===== config.mk =====
export PLATFORM = sky130hd
export DESIGN_NAME = grid_corner_guide_detector_flat
export DESIGN_NICKNAME = d
export VERILOG_FILES = /design/src/hw/rtl/gcgd_pkg.sv /design/src/hw/rtl/gcgd_row_if.sv /design/src/hw/rtl/gcgd_res_if.sv /design/src/hw/rtl/gcgd_cell.sv /design/src/hw/rtl/gcgd_tally.sv /design/src/hw/rtl/gcgd_queue.sv /design/src/hw/rtl/grid_corner_guide_detector.sv /design/src/flat_wrapper.sv
export SDC_FILE = /design/constraint.sdc
export NUM_CORES = 2
export LEC_CHECK = 0
export ABC_AREA = 1
export BUFFER_PORTS_ARGS = -buffer_cell sky130_fd_sc_hd__buf_2
export CAP_MARGIN = 20
export CORE_ASPECT_RATIO = 0.6
export CORE_MARGIN = 3
export CORE_UTILIZATION = 35
export CTS_CLUSTER_SIZE = 30
export DETAILED_ROUTE_END_ITERATION = 8
export SYNTH_ARGS = -nofsm -noshare
export SYNTH_HDL_FRONTEND = slang
export SYNTH_HIERARCHICAL = 1
export SYNTH_SLANG_ARGS = --single-unit

===== constraint.sdc =====
create_clock -name clk -period 17.9 [get_ports clk]
set_clock_uncertainty 0.1 [all_clocks]
set_input_delay 0.895 -clock clk [delete_from_list [all_inputs] [get_ports clk]]
set_output_delay 0.895 -clock clk [all_outputs]
set_load 0.01 [all_outputs]

===== src/hw/rtl/gcgd_pkg.sv =====
// Shared types, constants and helpers of the grid corner guide detector.
// Depends on nothing; every other file of the block imports it.
package gcgd_pkg;

  localparam int DATA_W      = 64;
  localparam int ROW_W       = 10;
  localparam int TOTAL_W     = 17;
  localparam int CFG_W       = 7;
  localparam int GRP_W       = 8;
  localparam int GROUPS      = DATA_W / GRP_W;
  localparam int GCNT_W      = 4;
  localparam int SUM_W       = 7;

  localparam int DEF_MAX_WIDTH = 64;
  localparam int DEF_MAX_ROWS  = 1024;
  localparam logic [CFG_W-1:0] WIDTH_RESET = CFG_W'(64);

  // Result queue geometry.
  localparam int QUEUE_DEPTH = 8;
  localparam int QPTR_W      = $clog2(QUEUE_DEPTH);
  localparam int QCNT_W      = $clog2(QUEUE_DEPTH + 1);

  localparam logic [TOTAL_W-1:0] COUNT_MAX = '1;

  // Bits one cell hands to each of its two neighbors.
  typedef struct packed {
    logic mf_a;   // middle row free
    logic ub_a;   // row above blocked
    logic db_a;   // incoming row blocked
    logic mf_b;   // incoming row free
    logic ub_b;   // middle row blocked
  } nbr_t;

  // One result item.
  typedef struct packed {
    logic [DATA_W-1:0]  guide_mask;
    logic [ROW_W-1:0]   row_number;
    logic [TOTAL_W-1:0] guide_total;
    logic               final_result;
  } res_t;

  // Up to two results caused by one row, in order: first ra, then rb.
  typedef struct packed {
    logic va;
    logic vb;
    res_t ra;
    res_t rb;
  } pair_t;

  // Number of set bits in one group of the mask.
  function automatic logic [GCNT_W-1:0] pop_group(input logic [GRP_W-1:0] v);
    logic [GCNT_W-1:0] n;
    n = '0;
    for (int k = 0; k < GRP_W; k++) begin
      n = n + GCNT_W'(v[k]);
    end
    return n;
  endfunction

endpackage


===== src/hw/rtl/gcgd_row_if.sv =====
// Row input channel of the grid corner guide detector.
// Depends on gcgd_pkg for the field widths.
interface gcgd_row_if import gcgd_pkg::*; ();
  logic              valid;
  logic              ready;
  logic [DATA_W-1:0] row_obstacles;
  logic              last_row;

  modport source (output valid, output row_obstacles, output last_row, input ready);
  modport sink (input valid, input row_obstacles, input last_row, output ready);
endinterface


===== src/hw/rtl/gcgd_res_if.sv =====
// Result channel of the grid corner guide detector.
// Depends on gcgd_pkg for the field widths.
interface gcgd_res_if import gcgd_pkg::*; ();
  logic               valid;
  logic               ready;
  logic [DATA_W-1:0]  guide_mask;
  logic [ROW_W-1:0]   row_number;
  logic [TOTAL_W-1:0] guide_total;
  logic               final_result;

  modport source (output valid, output guide_mask, output row_number,
                  output guide_total, output final_result, input ready);
  modport sink (input valid, input guide_mask, input row_number,
                input guide_total, input final_result, output ready);
endinterface


===== src/hw/rtl/gcgd_cell.sv =====
// One column cell: holds the column's bits of the two stored rows and
// tests the corner rule against its left and right neighbors. Uses gcgd_pkg.
module gcgd_cell import gcgd_pkg::*; (
  input  logic clk,
  input  logic rst_n,
  input  logic shift,      // a row is transferred in
  input  logic clear,      // the grid ends with this row
  input  logic col_en,     // column lies inside the grid width
  input  logic has_up,     // the row above the middle row exists
  input  logic cur_bit,    // incoming row, this column
  input  nbr_t nbr_lo,     // from column i-1
  input  nbr_t nbr_hi,     // from column i+1
  output nbr_t nbr_out,
  output logic guide_a,    // guide bit of the middle row
  output logic guide_b     // guide bit of the incoming row, as a last row
);

  logic above_r, above_nxt;
  logic middle_r, middle_nxt;
  logic above_f, above_b, mid_f, mid_b, cur_f, cur_b;
  logic up_hit, down_hit;

  // Cells outside the width count as neither free nor blocked.
  assign above_f = ~above_r & col_en;
  assign above_b = above_r & col_en;
  assign mid_f   = ~middle_r & col_en;
  assign mid_b   = middle_r & col_en;
  assign cur_f   = ~cur_bit & col_en;
  assign cur_b   = cur_bit & col_en;

  assign nbr_out = '{mf_a: mid_f, ub_a: above_b, db_a: cur_b, mf_b: cur_f, ub_b: mid_b};

  // Middle row: corner toward the row above or the incoming row below.
  assign up_hit   = has_up & above_f &
                    ((nbr_lo.mf_a & nbr_lo.ub_a) | (nbr_hi.mf_a & nbr_hi.ub_a));
  assign down_hit = cur_f &
                    ((nbr_lo.mf_a & nbr_lo.db_a) | (nbr_hi.mf_a & nbr_hi.db_a));
  assign guide_a  = mid_f & (up_hit | down_hit);

  // Incoming row as the last row: only the middle row lies above it.
  assign guide_b = cur_f & mid_f &
                   ((nbr_lo.mf_b & nbr_lo.ub_b) | (nbr_hi.mf_b & nbr_hi.ub_b));

  // Rows move down one place per transfer; the end of a grid empties them.
  always_comb begin
    above_nxt  = above_r;
    middle_nxt = middle_r;
    if (shift) begin
      above_nxt  = clear ? 1'b0 : middle_r;
      middle_nxt = clear ? 1'b0 : cur_bit;
    end
  end

  always_ff @(posedge clk) begin
    if (!rst_n) begin
      above_r  <= 1'b0;
      middle_r <= 1'b0;
    end else begin
      above_r  <= above_nxt;
      middle_r <= middle_nxt;
    end
  end

endmodule


===== src/hw/rtl/gcgd_tally.sv =====
// Guide counting: group popcounts in one stage, then the group sum and the
// saturating running total of the grid. Uses gcgd_pkg.
module gcgd_tally import gcgd_pkg::*; (
  input  logic        clk,
  input  logic        rst_n,
  input  pair_t       pair_in,     // masks from the cell row, totals unset
  output pair_t       pair_out,    // complete results, to the queue
  output logic [1:0]  busy         // results held in the popcount stage
);

  pair_t             stg_b_r;
  logic [GCNT_W-1:0] grp_a_r [GROUPS];
  logic [GCNT_W-1:0] grp_b_r [GROUPS];
  logic [TOTAL_W-1:0] count_r, count_nxt;
  logic [SUM_W-1:0]  sum_a, sum_b;
  logic [TOTAL_W:0]  raw_a, raw_b;
  logic [TOTAL_W-1:0] tot_a, tot_b;

  assign busy = {stg_b_r.vb, stg_b_r.va};

  // Popcount stage: one count per group of bits.
  always_ff @(posedge clk) begin
    if (!rst_n) begin
      stg_b_r.va <= 1'b0;
      stg_b_r.vb <= 1'b0;
    end else begin
      stg_b_r <= pair_in;
    end
  end

  always_ff @(posedge clk) begin
    for (int g = 0; g < GROUPS; g++) begin
      grp_a_r[g] <= pop_group(pair_in.ra.guide_mask[g*GRP_W +: GRP_W]);
      grp_b_r[g] <= pop_group(pair_in.rb.guide_mask[g*GRP_W +: GRP_W]);
    end
  end

  // Sum of the group counts.
  always_comb begin
    sum_a = '0;
    sum_b = '0;
    for (int g = 0; g < GROUPS; g++) begin
      sum_a = sum_a + SUM_W'(grp_a_r[g]);
      sum_b = sum_b + SUM_W'(grp_b_r[g]);
    end
  end

  // Running total, saturating; the second result builds on the first.
  always_comb begin
    raw_a = {1'b0, count_r} + (TOTAL_W+1)'(stg_b_r.va ? sum_a : '0);
    tot_a = raw_a[TOTAL_W] ? COUNT_MAX : raw_a[TOTAL_W-1:0];
    raw_b = {1'b0, tot_a} + (TOTAL_W+1)'(sum_b);
    tot_b = raw_b[TOTAL_W] ? COUNT_MAX : raw_b[TOTAL_W-1:0];
  end

  // A final result closes the grid and the total starts over.
  always_comb begin
    count_nxt = count_r;
    if (stg_b_r.vb) begin
      count_nxt = '0;
    end else if (stg_b_r.va) begin
      count_nxt = tot_a;
    end
  end

  always_ff @(posedge clk) begin
    if (!rst_n) begin
      count_r <= '0;
    end else begin
      count_r <= count_nxt;
    end
  end

  always_comb begin
    pair_out                = stg_b_r;
    pair_out.ra.guide_total = tot_a;
    pair_out.rb.guide_total = tot_b;
  end

endmodule


===== src/hw/rtl/gcgd_queue.sv =====
// Result queue: takes up to two results a cycle and offers one a cycle on
// the output channel while it is ready. Uses gcgd_pkg and gcgd_res_if.
module gcgd_queue import gcgd_pkg::*; (
  input  logic              clk,
  input  logic              rst_n,
  input  pair_t             pair_in,
  output logic [QCNT_W-1:0] fill,
  gcgd_res_if.source        out_ch
);

  res_t              mem_r [QUEUE_DEPTH];
  logic [QPTR_W-1:0] wp_r, wp_nxt, rp_r, rp_nxt, wp_b;
  logic [QCNT_W-1:0] cnt_r, cnt_nxt;
  logic              rd;
  res_t              head;

  assign fill = cnt_r;
  assign head = mem_r[rp_r];
  assign rd   = out_ch.valid & out_ch.ready;

  assign out_ch.valid        = (cnt_r != '0);
  assign out_ch.guide_mask   = head.guide_mask;
  assign out_ch.row_number   = head.row_number;
  assign out_ch.guide_total  = head.guide_total;
  assign out_ch.final_result = head.final_result;

  // Second result goes right behind the first when both are written.
  assign wp_b = wp_r + QPTR_W'(pair_in.va);

  always_ff @(posedge clk) begin
    if (pair_in.va) begin
      mem_r[wp_r] <= pair_in.ra;
    end
    if (pair_in.vb) begin
      mem_r[wp_b] <= pair_in.rb;
    end
  end

  // Pointer and fill bookkeeping.
  always_comb begin
    wp_nxt  = wp_r + QPTR_W'(pair_in.va) + QPTR_W'(pair_in.vb);
    rp_nxt  = rp_r + QPTR_W'(rd);
    cnt_nxt = cnt_r + QCNT_W'(pair_in.va) + QCNT_W'(pair_in.vb) - QCNT_W'(rd);
  end

  always_ff @(posedge clk) begin
    if (!rst_n) begin
      wp_r  <= '0;
      rp_r  <= '0;
      cnt_r <= '0;
    end else begin
      wp_r  <= wp_nxt;
      rp_r  <= rp_nxt;
      cnt_r <= cnt_nxt;
    end
  end

  // The space reservation upstream must keep the queue from overflowing.
  a_no_overflow: assert property (@(posedge clk) disable iff (!rst_n)
    cnt_r <= QCNT_W'(QUEUE_DEPTH))
    else $error("result queue overflow");

  // A result written into an empty queue is offered in the next cycle.
  a_write_shows: assert property (@(posedge clk) disable iff (!rst_n)
    (cnt_r == '0 && (pair_in.va || pair_in.vb)) |=> out_ch.valid)
    else $error("written result not offered");

endmodule


===== src/hw/rtl/grid_corner_guide_detector.sv =====
// Grid corner guide detector, top level. Uses gcgd_pkg, both channel
// interfaces, gcgd_cell, gcgd_tally and gcgd_queue.
// A result is registered in the mask stage, popcount stage and queue in turn.
// Throughput: one row per cycle while in_ch.ready is high; a last row puts two
// results into the 8-entry queue, which drains one per cycle of out_ch.ready.
// Reset (synchronous, rst_n low) empties rows, counters and queue; width is 64.
module grid_corner_guide_detector import gcgd_pkg::*; #(
  parameter int MAX_WIDTH = DEF_MAX_WIDTH,
  parameter int MAX_ROWS  = DEF_MAX_ROWS
) (
  input  logic             clk,
  input  logic             rst_n,
  gcgd_row_if.sink         in_ch,
  gcgd_res_if.source       out_ch,
  input  logic             cfg_we,
  input  logic [CFG_W-1:0] cfg_wdata
);

  localparam int RW = $clog2(MAX_ROWS);

  logic [CFG_W-1:0]   width_r;
  logic [CFG_W-1:0]   width_eff;
  logic [RW-1:0]      idx_r, idx_nxt;
  logic               acc, last, has_up;
  logic [TOTAL_W-1:0] idx_ext, idx_prev;
  logic [MAX_WIDTH-1:0] col_en, ga, gb;
  nbr_t               nbr [MAX_WIDTH];
  nbr_t               nbr_lo [MAX_WIDTH];
  nbr_t               nbr_hi [MAX_WIDTH];
  pair_t              stg_a_r, stg_a_nxt, tally_out;
  logic [1:0]         tally_busy;
  logic [QCNT_W-1:0]  q_fill;
  logic [QCNT_W:0]    pending;

  // Configuration register.
  always_ff @(posedge clk) begin
    if (!rst_n) begin
      width_r <= WIDTH_RESET;
    end else if (cfg_we) begin
      width_r <= cfg_wdata;
    end
  end

  // Width clamped to the range the cell row supports.
  always_comb begin
    if (width_r == '0) begin
      width_eff = CFG_W'(1);
    end else if (width_r > CFG_W'(MAX_WIDTH)) begin
      width_eff = CFG_W'(MAX_WIDTH);
    end else begin
      width_eff = width_r;
    end
  end

  // Results in flight must all fit into the queue: two per last row.
  assign pending = (QCNT_W+1)'(q_fill) + (QCNT_W+1)'(stg_a_r.va) + (QCNT_W+1)'(stg_a_r.vb)
                 + (QCNT_W+1)'(tally_busy[0]) + (QCNT_W+1)'(tally_busy[1]);
  assign in_ch.ready = (pending <= (QCNT_W+1)'(QUEUE_DEPTH - 2));

  assign acc    = in_ch.valid & in_ch.ready;
  assign last   = in_ch.last_row | (idx_r == RW'(MAX_ROWS - 1));
  assign has_up = (idx_r > RW'(1));

  // Row index within the grid.
  assign idx_nxt = acc ? (last ? '0 : idx_r + RW'(1)) : idx_r;

  always_ff @(posedge clk) begin
    if (!rst_n) begin
      idx_r <= '0;
    end else begin
      idx_r <= idx_nxt;
    end
  end

  // Row of column cells, each wired to its two neighbors.
  for (genvar i = 0; i < MAX_WIDTH; i++) begin : g_col
    assign col_en[i] = (CFG_W'(i) < width_eff);
    if (i == 0) begin : g_lo_edge
      assign nbr_lo[i] = '0;
    end else begin : g_lo
      assign nbr_lo[i] = nbr[i-1];
    end
    if (i == MAX_WIDTH - 1) begin : g_hi_edge
      assign nbr_hi[i] = '0;
    end else begin : g_hi
      assign nbr_hi[i] = nbr[i+1];
    end

    gcgd_cell u_cell (
      .clk     (clk),
      .rst_n   (rst_n),
      .shift   (acc),
      .clear   (last),
      .col_en  (col_en[i]),
      .has_up  (has_up),
      .cur_bit (in_ch.row_obstacles[i]),
      .nbr_lo  (nbr_lo[i]),
      .nbr_hi  (nbr_hi[i]),
      .nbr_out (nbr[i]),
      .guide_a (ga[i]),
      .guide_b (gb[i])
    );
  end

  // Mask stage: the middle row's result, and the incoming row's on a last row.
  always_comb begin
    idx_ext  = TOTAL_W'(idx_r);
    idx_prev = idx_ext - TOTAL_W'(1);
    stg_a_nxt                 = '0;
    stg_a_nxt.va              = acc & (idx_r != '0);
    stg_a_nxt.vb              = acc & last;
    stg_a_nxt.ra.guide_mask   = DATA_W'(ga);
    stg_a_nxt.ra.row_number   = idx_prev[ROW_W-1:0];
    stg_a_nxt.ra.final_result = 1'b0;
    stg_a_nxt.rb.guide_mask   = (idx_r == '0) ? '0 : DATA_W'(gb);
    stg_a_nxt.rb.row_number   = idx_ext[ROW_W-1:0];
    stg_a_nxt.rb.final_result = 1'b1;
  end

  always_ff @(posedge clk) begin
    if (!rst_n) begin
      stg_a_r.va <= 1'b0;
      stg_a_r.vb <= 1'b0;
    end else begin
      stg_a_r <= stg_a_nxt;
    end
  end

  gcgd_tally u_tally (
    .clk      (clk),
    .rst_n    (rst_n),
    .pair_in  (stg_a_r),
    .pair_out (tally_out),
    .busy     (tally_busy)
  );

  gcgd_queue u_queue (
    .clk     (clk),
    .rst_n   (rst_n),
    .pair_in (tally_out),
    .fill    (q_fill),
    .out_ch  (out_ch)
  );

  // A last row ends the grid: the next row is row zero again.
  a_grid_restart: assert property (@(posedge clk) disable iff (!rst_n)
    (acc && last) |=> (idx_r == '0))
    else $error("row index not restarted after last row");

  // The first row of a longer grid gives no result.
  a_first_silent: assert property (@(posedge clk) disable iff (!rst_n)
    (acc && idx_r == '0 && !last) |=> (!stg_a_r.va && !stg_a_r.vb))
    else $error("first row produced a result");

  // A one-row grid reports an empty mask.
  a_single_row_empty: assert property (@(posedge clk) disable iff (!rst_n)
    (stg_a_r.vb && !stg_a_r.va) |-> (stg_a_r.rb.guide_mask == '0))
    else $error("one-row grid reported guides");

endmodule

===== src/flat_wrapper.sv =====
// flat-port wrapper written by rule: the top's interface ports become plain ports
module grid_corner_guide_detector_flat import gcgd_pkg::*;
#(
  parameter int MAX_WIDTH = DEF_MAX_WIDTH,
  parameter int MAX_ROWS  = DEF_MAX_ROWS
)
  (clk, rst_n, cfg_we, cfg_wdata, in_ch_valid, in_ch_row_obstacles, in_ch_last_row, in_ch_ready, out_ch_valid, out_ch_guide_mask, out_ch_row_number, out_ch_guide_total, out_ch_final_result, out_ch_ready);
  gcgd_row_if in_ch_i ();
  gcgd_res_if out_ch_i ();
  input  logic clk;
  input  logic rst_n;
  input  logic cfg_we;
  input  logic [CFG_W-1:0] cfg_wdata;
  input wire logic [$bits(in_ch_i.valid)-1:0] in_ch_valid;
  input wire logic [$bits(in_ch_i.row_obstacles)-1:0] in_ch_row_obstacles;
  input wire logic [$bits(in_ch_i.last_row)-1:0] in_ch_last_row;
  output wire logic [$bits(in_ch_i.ready)-1:0] in_ch_ready;
  output wire logic [$bits(out_ch_i.valid)-1:0] out_ch_valid;
  output wire logic [$bits(out_ch_i.guide_mask)-1:0] out_ch_guide_mask;
  output wire logic [$bits(out_ch_i.row_number)-1:0] out_ch_row_number;
  output wire logic [$bits(out_ch_i.guide_total)-1:0] out_ch_guide_total;
  output wire logic [$bits(out_ch_i.final_result)-1:0] out_ch_final_result;
  input wire logic [$bits(out_ch_i.ready)-1:0] out_ch_ready;
  assign in_ch_i.valid = in_ch_valid;
  assign in_ch_i.row_obstacles = in_ch_row_obstacles;
  assign in_ch_i.last_row = in_ch_last_row;
  assign in_ch_ready = in_ch_i.ready;
  assign out_ch_valid = out_ch_i.valid;
  assign out_ch_guide_mask = out_ch_i.guide_mask;
  assign out_ch_row_number = out_ch_i.row_number;
  assign out_ch_guide_total = out_ch_i.guide_total;
  assign out_ch_final_result = out_ch_i.final_result;
  assign out_ch_i.ready = out_ch_ready;
  grid_corner_guide_detector #(.MAX_WIDTH(MAX_WIDTH), .MAX_ROWS(MAX_ROWS)) u_core (.clk(clk), .rst_n(rst_n), .in_ch(in_ch_i), .out_ch(out_ch_i), .cfg_we(cfg_we), .cfg_wdata(cfg_wdata));
endmodule

Word-level counts from Yosys, hierarchy flattened
Memories as Yosys holds them, arrays and structs flattened. A register that Yosys moved wholly into a read port is not among the register bits.
Cells that the tools add are included.

storage, ports and cells
  register bits = 472
  bits in latches = 0
  memory bits (writable) = 800
  memory bits (read-only) = 0
  input bits = 77
  output and inout port bits = 94
  word-level logic and storage cells = 1909
  memories kept = 3

operators by class
  add/sub/neg operators = 140
  multiply operators = 0
  div/mod/pow operators = 0
  $lt $le $gt $ge = 67
  eq/ne operators = 1
  shift operators = 0
  mux-type cells = 139
  bitwise logic cells = 1408
  reduce and logical (&&, ||, !) cells = 5

memories
  memory                  depth  width  rd ports  clocked after Yosys merged registers in  write ports  RTL line          text
  u_core.u_queue.mem_r    8      92     1         1                                        2            gcgd_queue.sv:11  res_t mem_r [QUEUE_DEPTH];
  u_core.u_tally.grp_a_r  8      4      8         0                                        8            gcgd_tally.sv:12  logic [GCNT_W-1:0] grp_a_r [GROUPS];
  u_core.u_tally.grp_b_r  8      4      8         0                                        8            gcgd_tally.sv:13  logic [GCNT_W-1:0] grp_b_r [GROUPS];

operator list
  cell                                                                          count
  1-bit AND                                                                     964
  4-bit by 1-bit adder with 4-bit output                                        66
  1-bit bitwise OR                                                              251
  6-bit by 7-bit less-than comparator with 1-bit output (first input constant)  32
  1-bit NOT                                                                     193
  1-bit 2-to-1 mux                                                              132
  5-bit by 7-bit less-than comparator with 1-bit output (first input constant)  16
  3-bit by 1-bit adder with 4-bit output                                        16
  7-bit by 4-bit adder with 7-bit output                                        8
  4-bit by 7-bit less-than comparator with 1-bit output (first input constant)  8
  2-bit by 1-bit adder with 3-bit output                                        16
  17-bit 2-to-1 mux                                                             2
  1-bit by 1-bit adder with 2-bit output                                        16
  3-bit by 7-bit less-than comparator with 1-bit output (first input constant)  4
  7-bit 2-to-1 mux                                                              3
  17-bit by 18-bit adder with 18-bit output                                     1
  17-bit by 7-bit adder with 18-bit output                                      1
  5-bit by 1-bit adder with 5-bit output                                        3
  6-bit by 4-bit adder with 7-bit output                                        2
  1-bit by 7-bit less-than comparator with 1-bit output (first input constant)  2
  2-bit by 7-bit less-than comparator with 1-bit output (first input constant)  2
  5-bit by 4-bit adder with 6-bit output                                        2
  10-bit by 1-bit adder with 10-bit output (second input constant)              1
  4-bit by 4-bit adder with 5-bit output                                        2
  15 further kinds                                                              17

Depth between registers and ports, before layout
An unclocked memory read counts as a cell.

  depth after elaboration = 13
  depth in mapped cells = 47
  gate-level depth less buffers = 46

Hierarchy
The synthesis kept the hierarchy.

by module, submodules not included
  module                      times used  cells each  area an instance (µm²)  sequential area each (µm²)
  gcgd_queue                  1           5991        45242.1                 22301.4
  gcgd_cell                   64          39          222.7                   40.0
  gcgd_tally                  1           1062        12248.0                 6165.9
  grid_corner_guide_detector  1           611         6859.1                  4824.6

Worst setup path after synthesis
No wires, ideal clock.

  kind = reg2reg
  start point = mem u_core.u_tally.grp_a_r[7][2], in the netlist u_core/u_tally/grp_a_r[1][14]
  end point = mem u_core/u_queue/mem_r[0][17] (netlist name) (data pin)
  setup time = 0.253 ns
  arrival time = 8.130 ns
  data required time = 17.547 ns
  slack = 9.417 ns
  cell stages (with the launch flop) = 43
  period minus slack after synthesis = 8.483 ns
  path through = dfxtp_1 -> inv_1 -> fa_1 -> inv_1 -> fa_1 -> fa_1 -> fa_1 -> ha_1 -> fa_1 -> nand2_1 -> a21oi_1 -> nor2_1 -> nor2_1 -> ha_1 -> nand2_2 -> inv_1 -> a21oi_2 -> nand2_4 -> [... 7 more ...] -> fa_1 -> inv_1 -> ha_1 -> inv_1 -> fa_1 -> o21ai_0 -> nand2_1 -> nand2_1 -> nand2_1 -> nand2_1 -> nand3_1 -> nor2_2 -> nand2_1 -> nand2_1 -> nand3_1 -> clkbuf_2 -> nand4_1 -> nand2_1

RTL lines
  element             RTL line
  start: declaration  gcgd_tally.sv:12
  end: declaration    gcgd_queue.sv:11

==> impl_metrics.csv <==
group,metric,value,unit
setup_path,crit_buf_inv,7,
clocking,cts.clk_slew.worst_paths,0.07,ns
global_route,grt_pass1_vias,61340,
floorplan,fp-row-count,134,
floorplan,die_h,373.1,um
setup_path,start_kind,"flop",
routing,drc,0,
clocking,cts_tree,"done",
timing,setup-tns-final,0,ns
pwr,finalPower,10.18,mW
pwr,power_density,122.8,nW/um^2
floorplan,die_w,617.8,um
synth,synthArstFlopShare,0,%
synth,yosys_warnings,6,
setup_path,r2r_slack,8.10,ns
routing,drt_first_iter_violations,7868,
synth,synth-edff-count,1034,
timing,fin_crit_sh,54.74,%
timing,grt_setup_unrepaired,"false",
clocking,cts_resized,0,
floorplan,floorplan.initialDensity,35.28,%
global_route,grt_max_degree,195,
clocking,clk_path_buf_depth,4,
run_status,status,"finished, final reports clean",
clocking,h-tree-depth,4,
timing,worst_hold_slack,0.2383,ns
layout,finalNetCount,9865,
routing,antenna_left,0,
clocking,root_buffer,"clkbuf_16",
worst_hold_path,hp-class,"primary input to flop",
floorplan,core_area,222800,um^2
routing,vias,65460,
global_route,antenna_found_initial,19,
global_route,overflow,0,
placement,routabilityCongestion,0.9364,
clocking,hold_buffers,0,
synth,ys_ff_latch,1274,
floorplan,pin_count,171,
timing,worst_slew_pin_slew,1.208,ns
setup_path,slowest_stage,"fa_1",
global_route,track_usage,22.18,%
synth,synthTopCellsByCount,"nand2_1, inv_1, edfxtp_1",
setup_path,r2r_end,"u_core/u_queue/mem_r[1][17]",
flow_run,cap_violations,0,
routing,wl,264.3,mm
layout,fillers,22440,
setup_path,r2r_start,"u_core/u_tally/grp_a_r[1][14]",
pwr,p_leak,39.71,nW
clocking,clkLatencyLatePin,0.81,ns
synth,avgSynthCellArea,7.737,um^2
placement,post-dp-hpwl,159.1,mm
setup_path,critPathMaxFanout,14,
setup_path,cp-end-kind,"flop",
synth,synth_cell_types,42,
floorplan,die-area,230500,um^2
setup_path,cp_common_cell,"fa_1",
routing,firstDrtPassIters,7,
synth,yosysMostFrequentCell,"nand2_1",
synth,netlist_area,78600,um^2
synth,synthTopCellsByArea,"edfxtp_1, nand2_1, inv_1, dfxtp_1, nand4_1",
synth,ys.flop_type,"edfxtp_1",
worst_hold_path,hold_depth,3,
timing,layout_setup_ws,8.101,ns
routing,vias_per_cell,5.166,
routing,avgRoutedWirePerCell,20.86,um
pwr,ir_drop,0.1627,mV
synth,seq_area_frac_synth,45.61,%
setup_path,slowest_delay,0.56,ns
synth,synth_cells,10160,
timing,slew_headroom,19.47,%
timing,slew_violations,0,
timing,min_period,9.799,ns
setup_path,crit_family,"adder cells",
timing,timing.fmax,0.1021,GHz
clocking,cts_setup_buffers,0,
worst_hold_path,holdPathEnd,"u_core/width_r[6]",
synth,yosys.area.top_type,"edfxtp_1",
placement,place_ws,7.993,ns
setup_path,cp.required,18.35,ns
timing,hold_viol,0,
setup_path,worstPathArrival,10.25,ns
worst_hold_path,holdCritStartpoint,"cfg_wdata[6]",
timing,finalSetupViolCount,0,
global_route,grt_pass1_wl,391.8,mm
layout,synthToLayoutAreaGrowth,5.473,%
layout,drive_above_1_share,8.718,%
placement,io_buffer_count,170,
clocking,cts_made_buffers,138,
clocking,numClockSinks,1274,
synth,synth_top_area_share,39.50,%
setup_path,worstRegToRegCells,42,
setup_path,setup.worst_path.class,"flop to flop",
[cell usage in the layout, fill, tap and decap left out, types with 144 or more instances in the layout]
master     instances
buf_2            169
a21oi_1          185
dfxtp_1          237
nand2_1         3803
nor2_1           208
clkbuf_16        144
nand4_1          745
inv_1           1548
nand3_1          567
edfxtp_1        1034
[power by group]
part / switching [mW] / internal [mW]
sequential: 0.237 / 3.43
combinational: 2.53 / 1.11
clock: 1.25 / 1.62
[worst reg2reg max path: cells and delay by family (launching register included)]
kind	cells	cell delay (ns)
buf+inv	7	0.51
fa+ha+maj	13	5.36
simple gates	20	2.93
compound gates	2	0.37
flops	1	0.31
[how the worst max path moves through the flow]
stage	to	depth (start not counted)	from
detailed placement	u_core/u_queue/mem_r[5][17]	40	u_core/u_tally/grp_a_r[1][14]
finish	u_core/u_queue/mem_r[1][17]	42	u_core/u_tally/grp_a_r[1][14]
CTS	u_core/u_queue/mem_r[5][17]	40	u_core/u_tally/grp_a_r[1][14]
global placement	u_core/u_queue/mem_r[5][15]	40	u_core/u_tally/grp_a_r[1][14]
floorplan	u_core/u_queue/mem_r[0][17]	42	u_core/u_tally/grp_a_r[1][14]
global route	u_core/u_queue/mem_r[4][15]	42	u_core/u_tally/grp_a_r[1][14]
[cell families after synthesis]
logic type	Yosys count	synth area share (%)
AOI/OAI and AO/OA	440	3.125
DFF	1274	45.61
buffers and inverters	2627	15.13
adders and majority gates	210	4.489
other	2	0.009554
and+or+nand+nor	5568	31.20
xor gates and xnor gates	39	0.4346
[flip-flops by register name (all words and copies together) (netlist names)]
signal / count
u_core/u_queue/mem_r: 736
u_core/stg_a_r: 150
u_core/u_tally/pair_out: 150
u_core/g_col.u_cell/above_r: 64
u_core/g_col.u_cell/middle_r: 64
u_core/u_tally/grp_a_r: 32
u_core/u_tally/grp_b_r: 32
u_core/u_tally/count_r: 17
u_core/idx_r: 10
u_core/width_r: 7
u_core/u_queue/fill: 4
u_core/u_queue/rp_r: 3
u_core/u_queue/wp_r: 3
u_core/u_tally/busy: 2
[layer usage]
| metal | global-route usage (%) | routed length [um] | vias to the layer above |
|---|---|---|---|
| met5 | 0 | 63 | - |
| met4 | 7.760 | 9301 | 12 |
| met3 | 4.604 | 28230 | 539 |
| met2 | 33.62 | 114100 | 3501 |
| met1 | 31.24 | 112600 | 30780 |
| li1 | - | - | 30630 |
[layout make-up]
class / instances / area, um^2 / share of cell area [%]
antenna: 9 / 22.52 / 0.02717
inverter: 1628 / 6146 / 7.413
clock buffer: 184 / 3834 / 4.624
timing repair buffer: 261 / 1660 / 2.003
tap: 2992 / 3744 / 4.516
clock inverter: 48 / 459.2 / 0.5539
multi-input combinational: 6275 / 31170 / 37.60
sequential: 1274 / 35870 / 43.26
[stage by stage]
step / instances / util (%) / cell area (um^2)
after floorplan: 10180 / - / 78660
after global placement: 12430 / 35.23 / 78500
after detailed placement: 12430 / 35.23 / 78500
after CTS: 12660 / 37.16 / 82790
after global routing: 12670 / 37.20 / 82890
final: 12670 / 37.21 / 82900
Note: power is estimated with default switching activity, not from simulation.
